## src/hw/rtl/mht_pkg.sv

```systemverilog
// Shared types and codes for the max-heap replace-top block.
// Used by mht_mem, max_heap_replace_top and mht_checker; depends on nothing.
package mht_pkg;

	// Opcode of one input beat
	typedef enum logic [1:0] {
		OP_LOAD    = 2'd0,
		OP_BUILD   = 2'd1,
		OP_REPLACE = 2'd2,
		OP_CLEAR   = 2'd3
	} op_t;

	// Status of one result beat
	typedef enum logic [1:0] {
		ST_OK    = 2'd0,
		ST_FULL  = 2'd1,
		ST_EMPTY = 2'd2
	} status_t;

	// Sequencer states
	typedef enum logic [2:0] {
		S_IDLE,
		S_FETCH,
		S_RDCH,
		S_CMP,
		S_RDTOP,
		S_DONE
	} state_t;

	// One heap slot: signed Q16.16 key with its action tag
	typedef struct packed {
		logic signed [31:0] key;
		logic [15:0]        tag;
	} entry_t;

endpackage

```

## src/hw/rtl/mht_mem.sv

```systemverilog
// Heap storage: one write port and two registered read ports.
// Depends on mht_pkg for the entry type.
module mht_mem #(
	parameter int DEPTH = 64,
	parameter int AW    = 6
) (
	input  logic                 clk,
	input  logic                 we,
	input  logic [AW-1:0]        waddr,
	input  mht_pkg::entry_t      wdata,
	input  logic                 re_a,
	input  logic [AW-1:0]        raddr_a,
	output mht_pkg::entry_t      rdata_a,
	input  logic                 re_b,
	input  logic [AW-1:0]        raddr_b,
	output mht_pkg::entry_t      rdata_b
);

	mht_pkg::entry_t mem_q [DEPTH];

	// Write the selected slot
	always_ff @(posedge clk) begin
		if (we) begin
			mem_q[waddr] <= wdata;
		end
	end

	// Register both read ports; data holds while a port is idle
	always_ff @(posedge clk) begin
		if (re_a) begin
			rdata_a <= mem_q[raddr_a];
		end
		if (re_b) begin
			rdata_b <= mem_q[raddr_b];
		end
	end

endmodule

```

## config.mk

```make
export PLATFORM = sky130hd
export DESIGN_NAME = mht_mem
export DESIGN_NICKNAME = d
export VERILOG_FILES = /design/src/hw/rtl/mht_pkg.sv /design/src/hw/rtl/mht_mem.sv
export SDC_FILE = /design/constraint.sdc
export NUM_CORES = 2
export LEC_CHECK = 0
export BUFFER_PORTS_ARGS = -buffer_cell sky130_fd_sc_hd__buf_2
export CELL_PAD_IN_SITES_DETAIL_PLACEMENT = 1
export CELL_PAD_IN_SITES_GLOBAL_PLACEMENT = 2
export CORE_MARGIN = 8
export CORE_UTILIZATION = 35
export DETAILED_ROUTE_END_ITERATION = 7
export GPL_TIMING_DRIVEN = 1
export PLACE_DENSITY_LB_ADDON = 0.1
export RECOVER_POWER = 50
export SLEW_MARGIN = 30
export SYNTH_ARGS = -nofsm -noshare
export SYNTH_HDL_FRONTEND = slang
export SYNTH_SLANG_ARGS = --single-unit
```

## constraint.sdc

```tcl
create_clock -name clk -period 12.4 [get_ports clk]
set_input_delay 0.62 -clock clk [delete_from_list [all_inputs] [get_ports clk]]
set_output_delay 0.62 -clock clk [all_outputs]
set_load 0.03 [all_outputs]
```

==> reports/results.ini <==
[status]
status = complete, but fails checks
violations = max-capacitance violations, max-slew violations

[power_and_ir_drop]
p_comb_frac = 0.082
sw_frac_of_total = 0.241
p_int_uw = 18800
p_leak_uw = 0.0494
p_per_area_nw_per_um2 = 153
clock_power_share = 0.433
seqPwrFrac = 0.485
p_sw_uw = 5990
ir_worst_vdd_mv = 0.107

[sta]
hold_viol = 0
fmaxAchievable_mhz = 173
drv_slew = 3196
maxSlewHeadroom = -2.07
tns_ns = 0
rsz0062_at_grt = no
worst_pin_slew_ns = 4.60
fin_crit_ns = 5.79
fin_skew_ns = 0.0437
setup_viol = 0
period_share = 0.467

[layout]
syn2layout_area_growth_pct = 14.5
layout-drive-gt1-share = 0.355
multi_input_area_sq_um = 44900
instances_no_fill = 12834
num-fill-cells = 37822
finalNetCount = 7128
ff_latch_area_sq_um = 95100

[setup_path]
timing.critical_path.buf_inv = 2
crit_top_cell = clkbuf_1
cp_num_cells = 2
crit_start = re_a
worst_ep_arrival_time_ns = 6.28
crit_path_cell_trace = clkbuf_1, clkbuf_1
end_kind = flop
worstPathMaxFanout = 30
r2r_cells = 5
critical_path.slowest_cell = clkbuf_1
crit_family = buffers and inverters
r2r_end = rdata_b[12]
setup.worst_path.end = rdata_a[2]
crit_path_max_incr_delay_ns = 3.01
r2r_start = mem_q[35][12]
path_class = input pin to flop
ff2ff_setup_slack_ns = 9.98
crit_required_ns = 12.89
critPathLaunchType = input pin

[logic_synthesis]
synth_top_cell_area_share = 0.670
netlist_instances = 6738
yosysWarnings = 0
yosys.cell_types.count = 47
synthesis.area_sq_um = 142000
async_flop_share = 0
synthMostInstantiatedCell = edfxtp_1
synth_nets = 6808
ys_seq_area_frac = 0.670
synth_common_cells = 3168 x edfxtp_1, 1535 x mux4_2, 336 x o22ai_1
ys_seq_elements = 3168
synth_edf_count = 3168
yosysTopAreaCell = edfxtp_1
syn_area_per_cell_sq_um = 21.1
ys_top_cells_by_area = edfxtp_1 67%, mux4_2 24%, o22ai_1 1.5%, clkbuf_1 0.67%, buf_2 0.55%
synthFlopType = edfxtp_1

[floorplan]
start_util = 0.350
die_w_um = 653
die_h_um = 653
ioPinCount = 166
num_rows = 234
dieArea_sq_um = 426000
core-area_sq_um = 405000

[global_routing]
grt_max_degree = 96
track_usage = 0.283
gr-total-overflow = 0
grt_pass1_wl_um = 815000
antenna_found_initial = 73
first_global_vias = 85970

[clocking]
clk_latency_ns = 0.98
htree_levels = 5
cts_sinks = 3168
numCtsBuffers = 368
clock-root-buffer = clkbuf_16
clkTransAtPathRegs_ns = 0.06
clk_path_buf_depth = 4
cts_tree = built
cts_setup_buffers = 0

[job]
maxCapViolCount = 55

[route]
drt.antenna.violating_nets = 0
viasPerCell = 6.51
drt-pass1-iter-count = 5
drtIter0Drc = 11145
wl_um = 616000
via_count = 83566
drc = 0
wire_per_inst_um = 48.0

[placement]
dp_hpwl_um = 371000
port_buffers = 165
gp_congestion = 0.815
placed_cells = 12111

[min_path]
hold_start = raddr_a[4]
hp-class = input pin to flop

==> cells in the final DEF (no fill, tap or decap), drive strengths merged, types with 38 or more instances in the layout <==
cell type	n
clkbuf	519
o22ai	336
buf	436
o21ai	56
nor2	140
a22oi	95
mux2i	56
mux4	1535
nor2b	45
edfxtp	3168
o221ai	73
clkinv	149
diode	58
nor3	58
a221oi	63
a22o	88
nor4	38
nand2	113
a21oi	71
==> logic make-up after synthesis <==
logic type | synth area share
AO/OA/AOI/OAI | 0.0459
buffers and inverters | 0.0185
flip-flops | 0.670
multiplexers | 0.249
AND/OR/NAND/NOR | 0.0166
==> flip-flops by register name, indices dropped and copies added, names as in the netlist <==
| signal | cells |
|---|---|
| mem_q | 3072 |
| rdata_a | 48 |
| rdata_b | 48 |
==> through the flow <==
stage	hold WS (ns)	util	setup slack, ns	total power (uW)	area, sq um
after floorplan	0.719	-	7.50	13300	142000
after global placement	0.952	0.371	6.82	14300	150000
after detailed placement	0.952	0.373	6.85	14300	151000
after CTS	0.0683	0.402	7.89	25000	163000
after global routing	0.364	0.401	6.71	25400	163000
final	0.336	0.401	6.61	24800	163000
==> cell type report <==
class,instances,area share
flip-flops and latches,3168,0.585
multi-input cells,3017,0.276
clock buffers,454,0.0598
well taps,5428,0.0418
repair buffers,502,0.0247
clock inverters,206,0.0113
diodes,58,0.000893
inverters,1,0.0000385
==> how the worst min path moves through the flow <==
stage          cells after the start           end  slack [ns]
6_report                           3   rdata_a[43]        0.34
5_1_grt                            3   rdata_a[43]        0.36
4_1_cts                            1  mem_q[21][0]        0.07
3_5_place_dp                       4    rdata_a[6]        0.95
3_3_place_gp                       4   rdata_a[22]        0.95
2_1_floorplan                      0   mem_q[0][0]        0.72
==> power groups by stage <==
stage / combinational, uW / clock [uW] / sequential, uW
3_5_place_dp: 2060 / 0 / 12200
2_1_floorplan: 1060 / 0 / 12200
3_3_place_gp: 2040 / 0 / 12200
5_1_grt: 2110 / 11200 / 12000
4_1_cts: 2060 / 10900 / 12000
6_report: 2040 / 10700 / 12000
==> repair_timing <==
| item | in CTS | in global routing |
|---|---|---|
| hold buffers | 1 | 0 |
| hold endpoints to repair | 2 | 0 |
| gates resized for setup | 0 | 0 |
| setup endpoints to repair | 0 | 0 |
==> metal layers <==
metal	up-vias	wire, um	track usage
met4	24	25700	0.102
met5	-	148	0
li1	30791	-	-
met3	947	50300	0.0565
met1	47484	251000	0.386
met2	4320	289000	0.450
No activity file was read; power rests on OpenSTA's default activity.
